File: src/rtl/mfat_pkg.sv
`default_nettype none
// ----------------------------------------------------------------------------
// mfat_pkg
// Shared types and constants of the motor feedback angle tracker.
// ----------------------------------------------------------------------------
package mfat_pkg;

	localparam int CPR_DEFAULT = 8192;

	localparam int IN_W    = 56;
	localparam int OUT_W   = 120;
	localparam int TOTAL_W = 48;
	localparam int STEP_W  = 18;
	localparam int RATIO_W = 24;
	localparam int KIND_W  = 2;
	localparam int ANGLE_W = 16;
	localparam int DATA_W  = 32;
	localparam int ADDR_W  = 4;

	localparam int QUEUE_DEPTH = 2;

	localparam int ANGLE_SCALE = 36000;

	localparam logic [RATIO_W-1:0] RATIO_ONE         = 24'd65536;
	localparam logic [RATIO_W-1:0] SMALL_RATIO_RESET = 24'd2359296;
	localparam logic [RATIO_W-1:0] LARGE_RATIO_RESET = 24'd1258502;

	localparam logic [KIND_W-1:0] KIND_NONE  = 2'd0;
	localparam logic [KIND_W-1:0] KIND_SMALL = 2'd1;
	localparam logic [KIND_W-1:0] KIND_LARGE = 2'd2;

	localparam logic [1:0] REG_KIND        = 2'd0;
	localparam logic [1:0] REG_SMALL_RATIO = 2'd1;
	localparam logic [1:0] REG_LARGE_RATIO = 2'd2;

	typedef struct packed {
		logic [KIND_W-1:0]  kind;
		logic [RATIO_W-1:0] small_ratio;
		logic [RATIO_W-1:0] large_ratio;
	} cfg_t;

	// one unpacked frame waiting for the angle unit
	typedef struct packed {
		logic [15:0]               position_raw;
		logic signed [15:0]        speed_rpm;
		logic [15:0]               phase_current;
		logic [7:0]                temperature;
		logic signed [TOTAL_W-1:0] pulse_total;
		logic                      track;
		logic [RATIO_W-1:0]        ratio;
	} entry_t;

	typedef enum logic [2:0] {
		BK_IDLE,
		BK_MOD,
		BK_ADJ,
		BK_MUL,
		BK_DIV,
		BK_HOLD
	} back_state_t;

endpackage
`default_nettype wire

File: src/rtl/mfat_queue.sv
`default_nettype none
// ----------------------------------------------------------------------------
// mfat_queue
// Short register queue between the frame front end and the angle unit.
// ----------------------------------------------------------------------------
module mfat_queue (
	input  wire              clk,
	input  wire              arst_n,
	input  wire              push,
	input  mfat_pkg::entry_t wr_entry,
	output logic             full,
	input  wire              pop,
	output logic             not_empty,
	output mfat_pkg::entry_t head
);
	import mfat_pkg::*;

	localparam int PTR_W = (QUEUE_DEPTH > 1) ? $clog2(QUEUE_DEPTH) : 1;
	localparam int CNT_W = $clog2(QUEUE_DEPTH + 1);
	localparam logic [PTR_W-1:0] LAST_PTR = PTR_W'(QUEUE_DEPTH - 1);

	entry_t           slot_q [QUEUE_DEPTH];
	logic [PTR_W-1:0] wr_ptr_q;
	logic [PTR_W-1:0] rd_ptr_q;
	logic [CNT_W-1:0] count_q;

	assign full      = (count_q == CNT_W'(QUEUE_DEPTH));
	assign not_empty = (count_q != '0);
	assign head      = slot_q[rd_ptr_q];

	always_ff @(posedge clk) begin
		if (push) begin
			slot_q[wr_ptr_q] <= wr_entry;
		end
	end

	always_ff @(posedge clk or negedge arst_n) begin
		if (!arst_n) begin
			wr_ptr_q <= '0;
			rd_ptr_q <= '0;
			count_q  <= '0;
		end else begin
			if (push) begin
				wr_ptr_q <= (wr_ptr_q == LAST_PTR) ? '0 : wr_ptr_q + 1'b1;
			end
			if (pop) begin
				rd_ptr_q <= (rd_ptr_q == LAST_PTR) ? '0 : rd_ptr_q + 1'b1;
			end
			if (push && !pop) begin
				count_q <= count_q + 1'b1;
			end else if (pop && !push) begin
				count_q <= count_q - 1'b1;
			end
		end
	end

endmodule
`default_nettype wire

File: src/rtl/mfat_front.sv
`default_nettype none
// ----------------------------------------------------------------------------
// mfat_front
// Frame intake: unpacks the bytes, unwraps the position step and keeps the
// saturating pulse total.
// ----------------------------------------------------------------------------
module mfat_front #(
	parameter int COUNTS_PER_REV = mfat_pkg::CPR_DEFAULT
) (
	input  wire                      clk,
	input  wire                      arst_n,
	input  mfat_pkg::cfg_t           cfg,
	input  wire                      s_tvalid,
	output logic                     s_tready,
	input  wire [mfat_pkg::IN_W-1:0] s_tdata,
	input  wire                      q_full,
	output logic                     push,
	output mfat_pkg::entry_t         wr_entry
);
	import mfat_pkg::*;

	localparam int SUM_W = TOTAL_W + 1;
	localparam logic signed [STEP_W-1:0] HALF  = STEP_W'(COUNTS_PER_REV / 2);
	localparam logic signed [STEP_W-1:0] CPR_S = STEP_W'(COUNTS_PER_REV);
	localparam logic signed [TOTAL_W-1:0] TOTAL_MAX = {1'b0, {(TOTAL_W-1){1'b1}}};
	localparam logic signed [TOTAL_W-1:0] TOTAL_MIN = {1'b1, {(TOTAL_W-1){1'b0}}};

	logic [15:0]               prev_position_q;
	logic signed [TOTAL_W-1:0] count_total_q;

	logic [15:0]               pos;
	logic                      track;
	logic [RATIO_W-1:0]        ratio_sel;
	logic signed [STEP_W-1:0]  step_raw;
	logic signed [STEP_W-1:0]  step;
	logic signed [SUM_W-1:0]   sum;
	logic signed [TOTAL_W-1:0] total_sat;
	logic signed [TOTAL_W-1:0] total_next;

	assign s_tready = !q_full;
	assign push     = s_tvalid && s_tready;

	assign pos   = {s_tdata[7:0], s_tdata[15:8]};
	assign track = (cfg.kind == KIND_SMALL) || (cfg.kind == KIND_LARGE);

	always_comb begin
		ratio_sel = (cfg.kind == KIND_LARGE) ? cfg.large_ratio : cfg.small_ratio;
		if (ratio_sel < RATIO_ONE) begin
			ratio_sel = RATIO_ONE;
		end
	end

	// wrap the step into half a revolution either way
	always_comb begin
		step_raw = $signed({2'b00, pos}) - $signed({2'b00, prev_position_q});
		if (step_raw > HALF) begin
			step = step_raw - CPR_S;
		end else if (step_raw < -HALF) begin
			step = step_raw + CPR_S;
		end else begin
			step = step_raw;
		end
	end

	always_comb begin
		sum = $signed({count_total_q[TOTAL_W-1], count_total_q})
			+ $signed({{(SUM_W-STEP_W){step[STEP_W-1]}}, step});
		if (sum[SUM_W-1] != sum[SUM_W-2]) begin
			total_sat = sum[SUM_W-1] ? TOTAL_MIN : TOTAL_MAX;
		end else begin
			total_sat = sum[TOTAL_W-1:0];
		end
		total_next = track ? total_sat : count_total_q;
	end

	always_comb begin
		wr_entry.position_raw   = pos;
		wr_entry.speed_rpm      = $signed({s_tdata[23:16], s_tdata[31:24]});
		wr_entry.phase_current  = {s_tdata[39:32], s_tdata[47:40]};
		wr_entry.temperature    = s_tdata[55:48];
		wr_entry.pulse_total    = total_next;
		wr_entry.track          = track;
		wr_entry.ratio          = ratio_sel;
	end

	always_ff @(posedge clk or negedge arst_n) begin
		if (!arst_n) begin
			prev_position_q <= '0;
			count_total_q   <= '0;
		end else if (push) begin
			prev_position_q <= pos;
			count_total_q   <= total_next;
		end
	end

endmodule
`default_nettype wire

File: src/rtl/mfat_back.sv
`default_nettype none
// ----------------------------------------------------------------------------
// mfat_back
// Angle unit: floor modulus of the total by counts times ratio, then the
// scaled quotient, both on one shift-subtract step, and the output register.
// ----------------------------------------------------------------------------
module mfat_back #(
	parameter int COUNTS_PER_REV = mfat_pkg::CPR_DEFAULT
) (
	input  wire                        clk,
	input  wire                        arst_n,
	input  wire                        q_not_empty,
	input  mfat_pkg::entry_t           head,
	output logic                       pop,
	output logic                       m_tvalid,
	input  wire                        m_tready,
	output logic [mfat_pkg::OUT_W-1:0] m_tdata
);
	import mfat_pkg::*;

	localparam int DW     = $clog2(COUNTS_PER_REV) + RATIO_W;
	localparam int PROD_W = DW + ANGLE_W;
	localparam int CNT_W  = $clog2(TOTAL_W);
	localparam logic [DW-1:0]     CPR_D   = DW'(COUNTS_PER_REV);
	localparam logic [PROD_W-1:0] SCALE_P = PROD_W'(ANGLE_SCALE);

	back_state_t state_q;
	back_state_t state_next;

	entry_t                cur_q;
	logic [DW-1:0]         den_q;
	logic [DW-1:0]         rem_q;
	logic [TOTAL_W-1:0]    mag_q;
	logic [ANGLE_W-1:0]    low_q;
	logic [CNT_W-1:0]      cnt_q;
	logic                  m_tvalid_q;
	logic [OUT_W-1:0]      m_tdata_q;

	logic                  out_free;
	logic                  out_load;
	logic                  in_bit;
	logic [DW:0]           sh;
	logic [DW:0]           diff;
	logic                  ge;
	logic [DW-1:0]         next_rem;
	logic [PROD_W-1:0]     prod;
	logic [ANGLE_W-1:0]    angle;

	assign out_free = !m_tvalid_q || m_tready;

	// shared shift-subtract step
	always_comb begin
		in_bit   = (state_q == BK_MOD) ? mag_q[TOTAL_W-1] : low_q[ANGLE_W-1];
		sh       = {rem_q, in_bit};
		diff     = sh - {1'b0, den_q};
		ge       = (sh >= {1'b0, den_q});
		next_rem = ge ? diff[DW-1:0] : sh[DW-1:0];
		prod     = PROD_W'(rem_q) * SCALE_P;
	end

	always_comb begin
		state_next = state_q;
		case (state_q)
			BK_IDLE: begin
				if (q_not_empty) begin
					state_next = head.track ? BK_MOD : BK_HOLD;
				end
			end
			BK_MOD: begin
				if (cnt_q == '0) begin
					state_next = BK_ADJ;
				end
			end
			BK_ADJ: state_next = BK_MUL;
			BK_MUL: state_next = BK_DIV;
			BK_DIV: begin
				if (cnt_q == '0) begin
					state_next = BK_HOLD;
				end
			end
			BK_HOLD: begin
				if (out_free) begin
					state_next = BK_IDLE;
				end
			end
			default: state_next = BK_IDLE;
		endcase
	end

	always_comb begin
		pop      = (state_q == BK_IDLE) && q_not_empty;
		out_load = (state_q == BK_HOLD) && out_free;
	end

	always_ff @(posedge clk or negedge arst_n) begin
		if (!arst_n) begin
			state_q <= BK_IDLE;
		end else begin
			state_q <= state_next;
		end
	end

	always_ff @(posedge clk) begin
		case (state_q)
			BK_IDLE: begin
				cur_q <= head;
				den_q <= CPR_D * DW'(head.ratio);
				rem_q <= '0;
				mag_q <= head.pulse_total[TOTAL_W-1] ? -head.pulse_total : head.pulse_total;
				cnt_q <= CNT_W'(TOTAL_W - 1);
			end
			BK_MOD: begin
				rem_q <= next_rem;
				mag_q <= {mag_q[TOTAL_W-2:0], 1'b0};
				cnt_q <= cnt_q - 1'b1;
			end
			BK_ADJ: begin
				// floor modulus for a negative total
				if (cur_q.pulse_total[TOTAL_W-1] && (rem_q != '0)) begin
					rem_q <= den_q - rem_q;
				end
			end
			BK_MUL: begin
				// high part is below the divisor, low part shifts in bit by bit
				rem_q <= prod[PROD_W-1:ANGLE_W];
				low_q <= prod[ANGLE_W-1:0];
				cnt_q <= CNT_W'(ANGLE_W - 1);
			end
			BK_DIV: begin
				rem_q <= next_rem;
				low_q <= {low_q[ANGLE_W-2:0], ge};
				cnt_q <= cnt_q - 1'b1;
			end
			default: begin
			end
		endcase
	end

	assign angle = cur_q.track ? low_q : '0;

	always_ff @(posedge clk or negedge arst_n) begin
		if (!arst_n) begin
			m_tvalid_q <= 1'b0;
		end else if (out_load) begin
			m_tvalid_q <= 1'b1;
		end else if (m_tready) begin
			m_tvalid_q <= 1'b0;
		end
	end

	always_ff @(posedge clk) begin
		if (out_load) begin
			m_tdata_q <= {angle, cur_q.pulse_total, cur_q.temperature,
				cur_q.phase_current, cur_q.speed_rpm, cur_q.position_raw};
		end
	end

	assign m_tvalid = m_tvalid_q;
	assign m_tdata  = m_tdata_q;

endmodule
`default_nettype wire

File: src/rtl/motor_feedback_angle_tracker.sv
`default_nettype none
// ----------------------------------------------------------------------------
// motor_feedback_angle_tracker
// Unpacks motor feedback frames, unwraps the rotor position into a
// saturating multi-turn count and gives the output shaft angle.
// ----------------------------------------------------------------------------
// Path: a tracking kind goes from accept through the queue, a 48-step modulus,
//   the floor adjust, the product, a 16-step angle division and the output load; kind 0 skips to the load.
// Flow: the angle path has a single shift-subtract unit and takes a new item only
//   once the last one is in the output register; the intake takes items while the queue has room.
// Reset (arst_n low): pulse total and last position clear, kind 0, ratio
//   registers to their defaults, queue empty, no output valid.
module motor_feedback_angle_tracker #(
	parameter int COUNTS_PER_REV = mfat_pkg::CPR_DEFAULT
) (
	input  wire                         clk,
	input  wire                         arst_n,
	input  wire                         psel,
	input  wire                         penable,
	input  wire                         pwrite,
	input  wire [mfat_pkg::ADDR_W-1:0]  paddr,
	input  wire [mfat_pkg::DATA_W-1:0]  pwdata,
	output logic [mfat_pkg::DATA_W-1:0] prdata,
	output logic                        pready,
	input  wire                         s_tvalid,
	output logic                        s_tready,
	// pos_high, pos_low, speed_high, speed_low, current_high, current_low, temp_byte
	input  wire [mfat_pkg::IN_W-1:0]    s_tdata,
	output logic                        m_tvalid,
	input  wire                         m_tready,
	// position_raw, speed_rpm, phase_current, temperature, pulse_total, shaft_angle
	output logic [mfat_pkg::OUT_W-1:0]  m_tdata
);
	import mfat_pkg::*;

	cfg_t   cfg_q;
	logic   wr_en;
	logic   q_full;
	logic   q_not_empty;
	logic   push;
	logic   pop;
	entry_t wr_entry;
	entry_t head;

	assign pready = 1'b1;
	assign wr_en  = psel && penable && pwrite && pready;

	always_ff @(posedge clk or negedge arst_n) begin
		if (!arst_n) begin
			cfg_q.kind        <= KIND_NONE;
			cfg_q.small_ratio <= SMALL_RATIO_RESET;
			cfg_q.large_ratio <= LARGE_RATIO_RESET;
		end else if (wr_en) begin
			case (paddr[3:2])
				REG_KIND:        cfg_q.kind        <= pwdata[KIND_W-1:0];
				REG_SMALL_RATIO: cfg_q.small_ratio <= pwdata[RATIO_W-1:0];
				REG_LARGE_RATIO: cfg_q.large_ratio <= pwdata[RATIO_W-1:0];
				default: begin
				end
			endcase
		end
	end

	always_comb begin
		case (paddr[3:2])
			REG_KIND:        prdata = DATA_W'(cfg_q.kind);
			REG_SMALL_RATIO: prdata = DATA_W'(cfg_q.small_ratio);
			REG_LARGE_RATIO: prdata = DATA_W'(cfg_q.large_ratio);
			default:         prdata = '0;
		endcase
	end

	mfat_front #(
		.COUNTS_PER_REV(COUNTS_PER_REV)
	) u_front (
		.clk      (clk),
		.arst_n   (arst_n),
		.cfg      (cfg_q),
		.s_tvalid (s_tvalid),
		.s_tready (s_tready),
		.s_tdata  (s_tdata),
		.q_full   (q_full),
		.push     (push),
		.wr_entry (wr_entry)
	);

	mfat_queue u_queue (
		.clk       (clk),
		.arst_n    (arst_n),
		.push      (push),
		.wr_entry  (wr_entry),
		.full      (q_full),
		.pop       (pop),
		.not_empty (q_not_empty),
		.head      (head)
	);

	mfat_back #(
		.COUNTS_PER_REV(COUNTS_PER_REV)
	) u_back (
		.clk         (clk),
		.arst_n      (arst_n),
		.q_not_empty (q_not_empty),
		.head        (head),
		.pop         (pop),
		.m_tvalid    (m_tvalid),
		.m_tready    (m_tready),
		.m_tdata     (m_tdata)
	);

endmodule
`default_nettype wire

File: config.mk
export PLATFORM = sky130hd
export DESIGN_NAME = motor_feedback_angle_tracker
export DESIGN_NICKNAME = d
export VERILOG_FILES = /design/src/rtl/mfat_pkg.sv /design/src/rtl/mfat_queue.sv /design/src/rtl/mfat_front.sv /design/src/rtl/mfat_back.sv /design/src/rtl/motor_feedback_angle_tracker.sv
export SDC_FILE = /design/constraint.sdc
export NUM_CORES = 2
export LEC_CHECK = 0
export BUFFER_PORTS_ARGS = -buffer_cell sky130_fd_sc_hd__buf_2
export CORE_ASPECT_RATIO = 0.8
export CORE_UTILIZATION = 27
export DETAILED_ROUTE_END_ITERATION = 8
export PLACE_DENSITY = 0.47
export SLEW_MARGIN = 0
export SYNTH_ARGS = -nofsm -noshare
export SYNTH_HDL_FRONTEND = slang
export SYNTH_SLANG_ARGS = --single-unit
File: constraint.sdc
create_clock -name clk -period 23.3 [get_ports clk]
set_input_delay 2.33 -clock clk [delete_from_list [all_inputs] [get_ports clk]]
set_output_delay 2.33 -clock clk [all_outputs]
set_load 0.01 [all_outputs]
## After elaboration in Yosys (flattened, before gate mapping)

Memory sizes are Yosys's and may differ from the RTL's.
Cells that the tools add are included.

| storage, ports and cells | value |
|---|---|
| register bits after elaboration | 478 |
| latch bits | 0 |
| bits in writable memories | 258 |
| ROM bits | 0 |
| input port bits | 99 |
| output and inout bits | 155 |
| memories | 1 |

Memories:

| memory | depth | width | read ports | clocked after memory_dff | wr ports | line | source |
|---|---|---|---|---|---|---|---|
| u_queue.slot_q | 2 | 129 | 1 | 0 | 1 | mfat_queue.sv:22 | `entry_t slot_q [QUEUE_DEPTH];` |

| operators by class | value |
|---|---|
| add/sub/neg operators | 12 |
| multiply operators | 1 |
| div/mod/pow operators | 0 |
| order comparisons | 4 |
| equal/unequal tests | 16 |
| shifts and indexed selects | 0 |
| multiplexer cells | 30 |
| bitwise logic cells | 0 |
| reductions and logical operators | 31 |

Operators with widths:

| operator | count |
|---|---|
| $mux 48 | 4 |
| $pmux 37 s4 | 1 |
| $pmux 48 s2 | 1 |
| $mux 37 | 2 |
| $sub 37x37->37 | 2 |
| $pmux 24 s3 | 1 |
| $add 48x18->49 | 1 |
| $mul 37x11->48 const B | 1 |
| $mux 24 | 2 |
| $neg 48->48 | 1 |
| $ge 38x37->1 | 1 |
| $reduce_bool 37->1 | 1 |
| $mux 18 | 2 |
| $pmux 16 s2 | 1 |
| $lt 24x17->1 const B | 1 |
| $add 18x15->18 const B | 1 |
| $gt 18x14->1 const B | 1 |
| $lt 18x13->1 const B | 1 |
| $pmux 3 s6 | 1 |
| $pmux 6 s3 | 1 |
| $sub 18x15->18 const B | 1 |
| $sub 16x16->17 | 1 |
| $mux 3 | 5 |
| $reduce_bool 2->1 | 5 |
| other kinds (25) | 55 |

## Longest topological paths before layout

| logic depth | value |
|---|---|
| word-level depth | 8 |
| mapped depth | 30 |
| mapped depth without buffers | 27 |

## Hierarchy

From an unflattened synthesis, not the netlist that was laid out.

| unflattened totals | value |
|---|---|
| cells, all modules | 3745 |
| area total of the unflattened synthesis | 43360.3 sq um |

By module, submodules not included:

| module | times used | cells an instance | area an instance (sq um) | seq. area each (sq um) |
|---|---|---|---|---|
| mfat_back | 1 | 2060 | 23498.8 | 10790.3 |
| mfat_queue | 1 | 417 | 9524.1 | 7847.5 |
| mfat_front | 1 | 1112 | 7988.9 | 1601.5 |
| motor_feedback_angle_tracker | 1 | 156 | 2348.5 | 1263.7 |

## Worst setup path after synthesis

No wires, ideal clock.

| timing | value |
|---|---|
| path kind | reg-to-reg |
| from | register u_back.state_q[0] |
| to | register u_queue.count_q[1] |
| data arrival time | 12207 ps |
| required time | 23221 ps |
| setup slack | 11014 ps |
| stages on the path, launching flop included | 8 |
| buffers on the path | 2 |
| period minus slack after synthesis | 12286 ps |
| cell sequence | dfrtp_1 -> clkbuf_1 -> buf_1 -> nor3_1 -> o21ai_0 -> ha_1 -> nor2_1 -> xor2_1 |

| between the ends | value |
|---|---|
| cells in the longest elaborated chain, start to end | 5 |
| elaborated cells on any way between the ends | 7 |
| classes of those cells | 1 x mux; 6 x reduce/logical |

RTL lines:

| element | line | source |
|---|---|---|
| start, declared | mfat_back.sv:27 | `back_state_t state_q;` |
| start signal, assigned | mfat_back.sv:99 | `state_q <= state_next;` |
| $logic_not 3->1 (*) | mfat_back.sv:91 | `pop = (state_q == BK_IDLE) && q_not_empty;` |
| $logic_and 1x1->1 (*) | mfat_back.sv:91 |  |
| $logic_not 1->1 | mfat_queue.sv:49 | `if (push && !pop) begin` |
| $logic_and 1x1->1 | mfat_queue.sv:49 |  |
| $mux 2 or $reduce_bool 2->1 (tied branches) | -- |  |
| end signal, assigned | mfat_queue.sv:50 | `count_q <= count_q + 1'b1;` |
| end signal, assigned | mfat_queue.sv:52 | `count_q <= count_q - 1'b1;` |
| end, declared | mfat_queue.sv:25 | `logic [CNT_W-1:0] count_q;` |

Every way passes the cells marked *; elsewhere a longest branch is shown, timed or not.
A chain may end at the register's enable or synchronous reset.

## Final worst setup path

| timing | value |
|---|---|
| from | input s_tdata[8] (netlist bit) |
| to | memory u_queue.slot_q[0][43] (netlist bit) (data pin) |

| between the ends | value |
|---|---|
| cells in the longest elaborated chain, start to end | 8 |
| elaborated cells on any way between the ends | 12 |
| classes of those cells | 4 x add/sub; 2 x order compare; 1 x eq/ne; 5 x mux |

RTL lines:

| element | line | source |
|---|---|---|
| start, declared | motor_feedback_angle_tracker.sv:28 | `input wire [mfat_pkg::IN_W-1:0] s_tdata,` |
| $sub 16x16->17 (*) | mfat_front.sv:55 | `step_raw = $signed({2'b00, pos}) - $signed({2'b00, prev_position_q});` |
| $add 18x15->18 or $lt 18x13->1 (tied branches) | mfat_front.sv:59, mfat_front.sv:58 |  |
| $mux 18 | mfat_front.sv:58 | `end else if (step_raw < -HALF) begin` |
| $mux 18 (*) | mfat_front.sv:56 | `if (step_raw > HALF) begin` |
| $add 48x18->49 (*) | mfat_front.sv:67 | `+ $signed({{(SUM_W-STEP_W){step[STEP_W-1]}}, step});` |
| $mux 48 or $ne 1x1->1 (tied branches) | mfat_front.sv:69, mfat_front.sv:68 |  |
| $mux 48 (*) | mfat_front.sv:68 | `if (sum[SUM_W-1] != sum[SUM_W-2]) begin` |
| $mux 48 (*) | mfat_front.sv:73 | `total_next = track ? total_sat : count_total_q;` |
| named net u_front.total_next[18] | mfat_front.sv:38 | `logic signed [TOTAL_W-1:0] total_next;` |
| end, declared | mfat_queue.sv:22 |  |

Mark *: on every way through the listed nets, which the timed path passes. The rest lies on a longest branch.

==> out/metrics.cfg <==
[run_status]
status = complete, no violations

[synthesis]
commonest_register_cell_after_synthesis = edfxtp_1
yosysSeqAreaShare_pct = 50.5
synth.area.mux_share_pct = 6.29
synth.top_cells.by_area = edfxtp_1, ha_1, dfrtp_1
syn_area_sq_um = 42500
ys_top_cells_by_count = edfxtp_1, inv_1, ha_1
syn_avg_cell_area_sq_um = 12.0
postSynth.asyncResetShare_pct = 16.6
synth.lib_cells_used.distinct = 98
ys_ff_latch = 736
ys_warn_count = 0
yosys.area.top_type = edfxtp_1
synthXorXnorAreaFrac_pct = 3.87
synthMostInstantiatedCell = edfxtp_1
synthAdderAreaFrac_pct = 14.9
synth_compound_area_share_pct = 12.2
synth_top_family_by_area = adder cells
synth_edf_count = 614
synthDominantCellAreaShare_pct = 43.3
postSynthCellCount = 3556
yosys.area_share.simple_pct = 7.60

[final_layout]
stdcell_count = 5955
fin_util_pct = 31.5
final_nets = 4328
final_layout_size_suffix_gt1_share_pct = 17.0
syn_to_final_growth_pct = 15.0

[detailed_routing]
postRouteWirelength_microns = 115000
postRouteAntennaNets = 0
detail_route.iter0.violations = 1857
remaining_drc_errors = 0
routed-via-count = 27677
per_cell_via_count_in_the_routed_design = 4.65
detailedRoute.firstPassIterationCount = 5
route.detailed.wl_per_inst_microns = 19.4

[timing]
holdWs_ps = 412
timing.final.hold_violations = 0
final_setup_vio_count = 0
tightest_pin_transition_ps = 1020
layout_worst_path_cycle_share_pct = 39.9
layout_min_cycle_time_ps = 9290
drv_slew = 0
final.setup_skew_ps = 38.1
maximum_clock_frequency_ghz = 0.108
setup_repair_after_global_routing_missed_its_margin = false
setup-tns-final_ps = 0
slew_headroom_pct = 32.1

[hold_path]
hold_class = flip-flop to flip-flop

[clock_tree]
cts_repair_resize_count = 0
cts.path.max_buffers = 3
clockRootBuffer = clkbuf_16
clk_pin_slew_worst_setup_hold_paths_ps = 60
worst_skew_pair.late_latency_ps = 690
numCtsBuffers = 85
cts.repair_timing.setup_buffer_count = 0
htreeDepth = 3
cts_hold_buffers = 0
clock_sinks = 736
cts_tree = yes

[setup_path]
worst-r2r-setup-slack_ps = 15430
timing.critical_path.depth = 27
regToRegStartpoint = u_front.prev_position_q[0]
worstSetupEndpointType = flip-flop
crit_path_largest_cell_delay_ps = 670
worst-endpoint-arrival_ps = 9700
timing.rr.end = u_queue.slot_q[0][43]
crit_path_max_fanout = 32
timing.reg2reg.worst_path_depth = 25
cp.required_ps = 23710
worstSetupStartpointType = primary input
critPathKind = primary input to flip-flop
crit_path_top_delay_cell = nand3_2
cp-endpoint = u_queue.slot_q[0][43]
worst_setup_path_startpoint = s_tdata[8]
wp_buf_inv = 3
cp_top_family = simple AND/OR/NAND/NOR gates

[global_routing]
global_route.usage.met2_pct = 23.1
first_global_vias = 27868
grt.met3_usage_pct = 2.35
globalRoute.busiestLayer = met2
antenna_found_initial = 8
met1_global_route_usage_pct = 19.7
grt_overflow_total = 0
total_track_usage_pct = 14.3
grt_pass1_wl_microns = 174000
largest_net_degree_at_the_start_of_global_routing = 131

[flow_run]
maxCapViolations = 0

[floorplanning]
floorplan.die.height_microns = 357
core_area_sq_um = 155000
fp.dieArea_sq_um = 159000
die_w_microns = 446
core.rowCount = 129
io_pins = 254
initial_core_util_pct = 27.4

[placement]
port_buffers = 234
placed_cells = 5793
finalWeightedCongestion = 0.838
dp_hpwl_microns = 82700

## worst reg2reg max path, stage by stage, from the launching register on
cell	delay, ps
dfrtp_1	400
ha_1	200
fa_1	400
nand2b_1	180
a21o_1	180
nand2_1	90
xor2_1	100
or4b_1	570
or4_1	520
o31ai_2	380
a31oi_1	180
nor2_1	160
a21oi_2	40
buf_4	280
ha_1	470
a21oi_1	260
o21ai_0	140
a31oi_1	180
o21ai_0	120
a21oi_1	180
o211ai_2	240
a32o_1	370
nor2_1	270
nand3_2	510
nand3_2	670
a2bb2oi_1	480
## cell usage in the layout, fill, tap and decap left out, types with 49 or more instances in the layout
cell type / netlist / layout
edfxtp_1: 614 / 614
a21oi_1: 190 / 188
a21o_1: 84 / 84
clkbuf_16: 0 / 85
a2bb2oi_1: 49 / 49
ha_1: 346 / 346
buf_2: 18 / 233
nor2_1: 169 / 163
inv_1: 359 / 359
dfrtp_1: 112 / 111
fa_1: 99 / 99
nand2_1: 216 / 216
mux2_2: 190 / 190
o21ai_0: 173 / 173
xnor2_1: 122 / 122
xor2_1: 66 / 66
## sequential cells by signal, indices dropped and copies added (netlist names)
name,count
u_back.cnt_q,6
u_queue.slot_q,258
u_back.state_q,3
u_back.m_tvalid,1
u_back.rem_q,37
u_front.count_total_q,48
cfg_q,50
u_queue.rd_ptr_q,1
u_queue.count_q,2
u_back.m_tdata,120
u_back.mag_q,48
u_queue.wr_ptr_q,1
u_back.low_q,16
u_back.den_q,24
u_front.prev_position_q,16
u_back.cur_q,105
## area by class of cell
type                            count  area, sq um
Tap cell                         2096         2620
Clock inverter                     50          532
Fill cell                       15642       106000
Antenna cell                        4         10.0
Multi-Input combinational cell   2334        19200
Clock buffer                      108         2280
Inverter                          361         1360
Sequential cell                   736        21500
Timing Repair Buffer              266         1430
## metal layers
layer  wire length, microns  part of all wire (%)
met3                   4380                   3.8
met4                   2680                   2.3
met5                     17                 0.015
met2                  53600                    46
met1                  54700                    47
## metrics by stage
step,setup WS [ps],instance area [sq um]
2_1_floorplan,11010,42600
3_3_place_gp,13450,46100
3_5_place_dp,13420,46100
4_1_cts,14120,48900
5_1_grt,13410,48900
6_report,14010,48900
## how the worst min path moves through the flow
stage                    endpoint  depth (start not counted)         startpoint
2_1_floorplan   u_back.m_tdata[0]                          0  u_back.cur_q[113]
3_3_place_gp   u_back.m_tdata[21]                          0  u_back.cur_q[102]
3_5_place_dp   u_back.m_tdata[29]                          0  u_back.cur_q[110]
4_1_cts        u_back.m_tdata[70]                          0   u_back.cur_q[39]
5_1_grt        u_back.m_tdata[61]                          0   u_back.cur_q[30]
6_report       u_back.m_tdata[96]                          0   u_back.cur_q[65]
## kinds of logic (layout without fill, tap and decap cells)
kind of cell             count (synthesis)  after routing
multiplexers                           242            242
other                                    2             13
AND/OR/NAND/NOR                        664            664
XOR/XNOR                               188            188
adder cells (fa/ha/maj)                446            446
buffers and inverters                  493            785
flip-flops                             736            736
AO/OA/AOI/OAI                          785            785
Power is left out: the tool's default activity adds up to more than one toggle a clock period on the data nets, which glitch-free logic cannot reach.
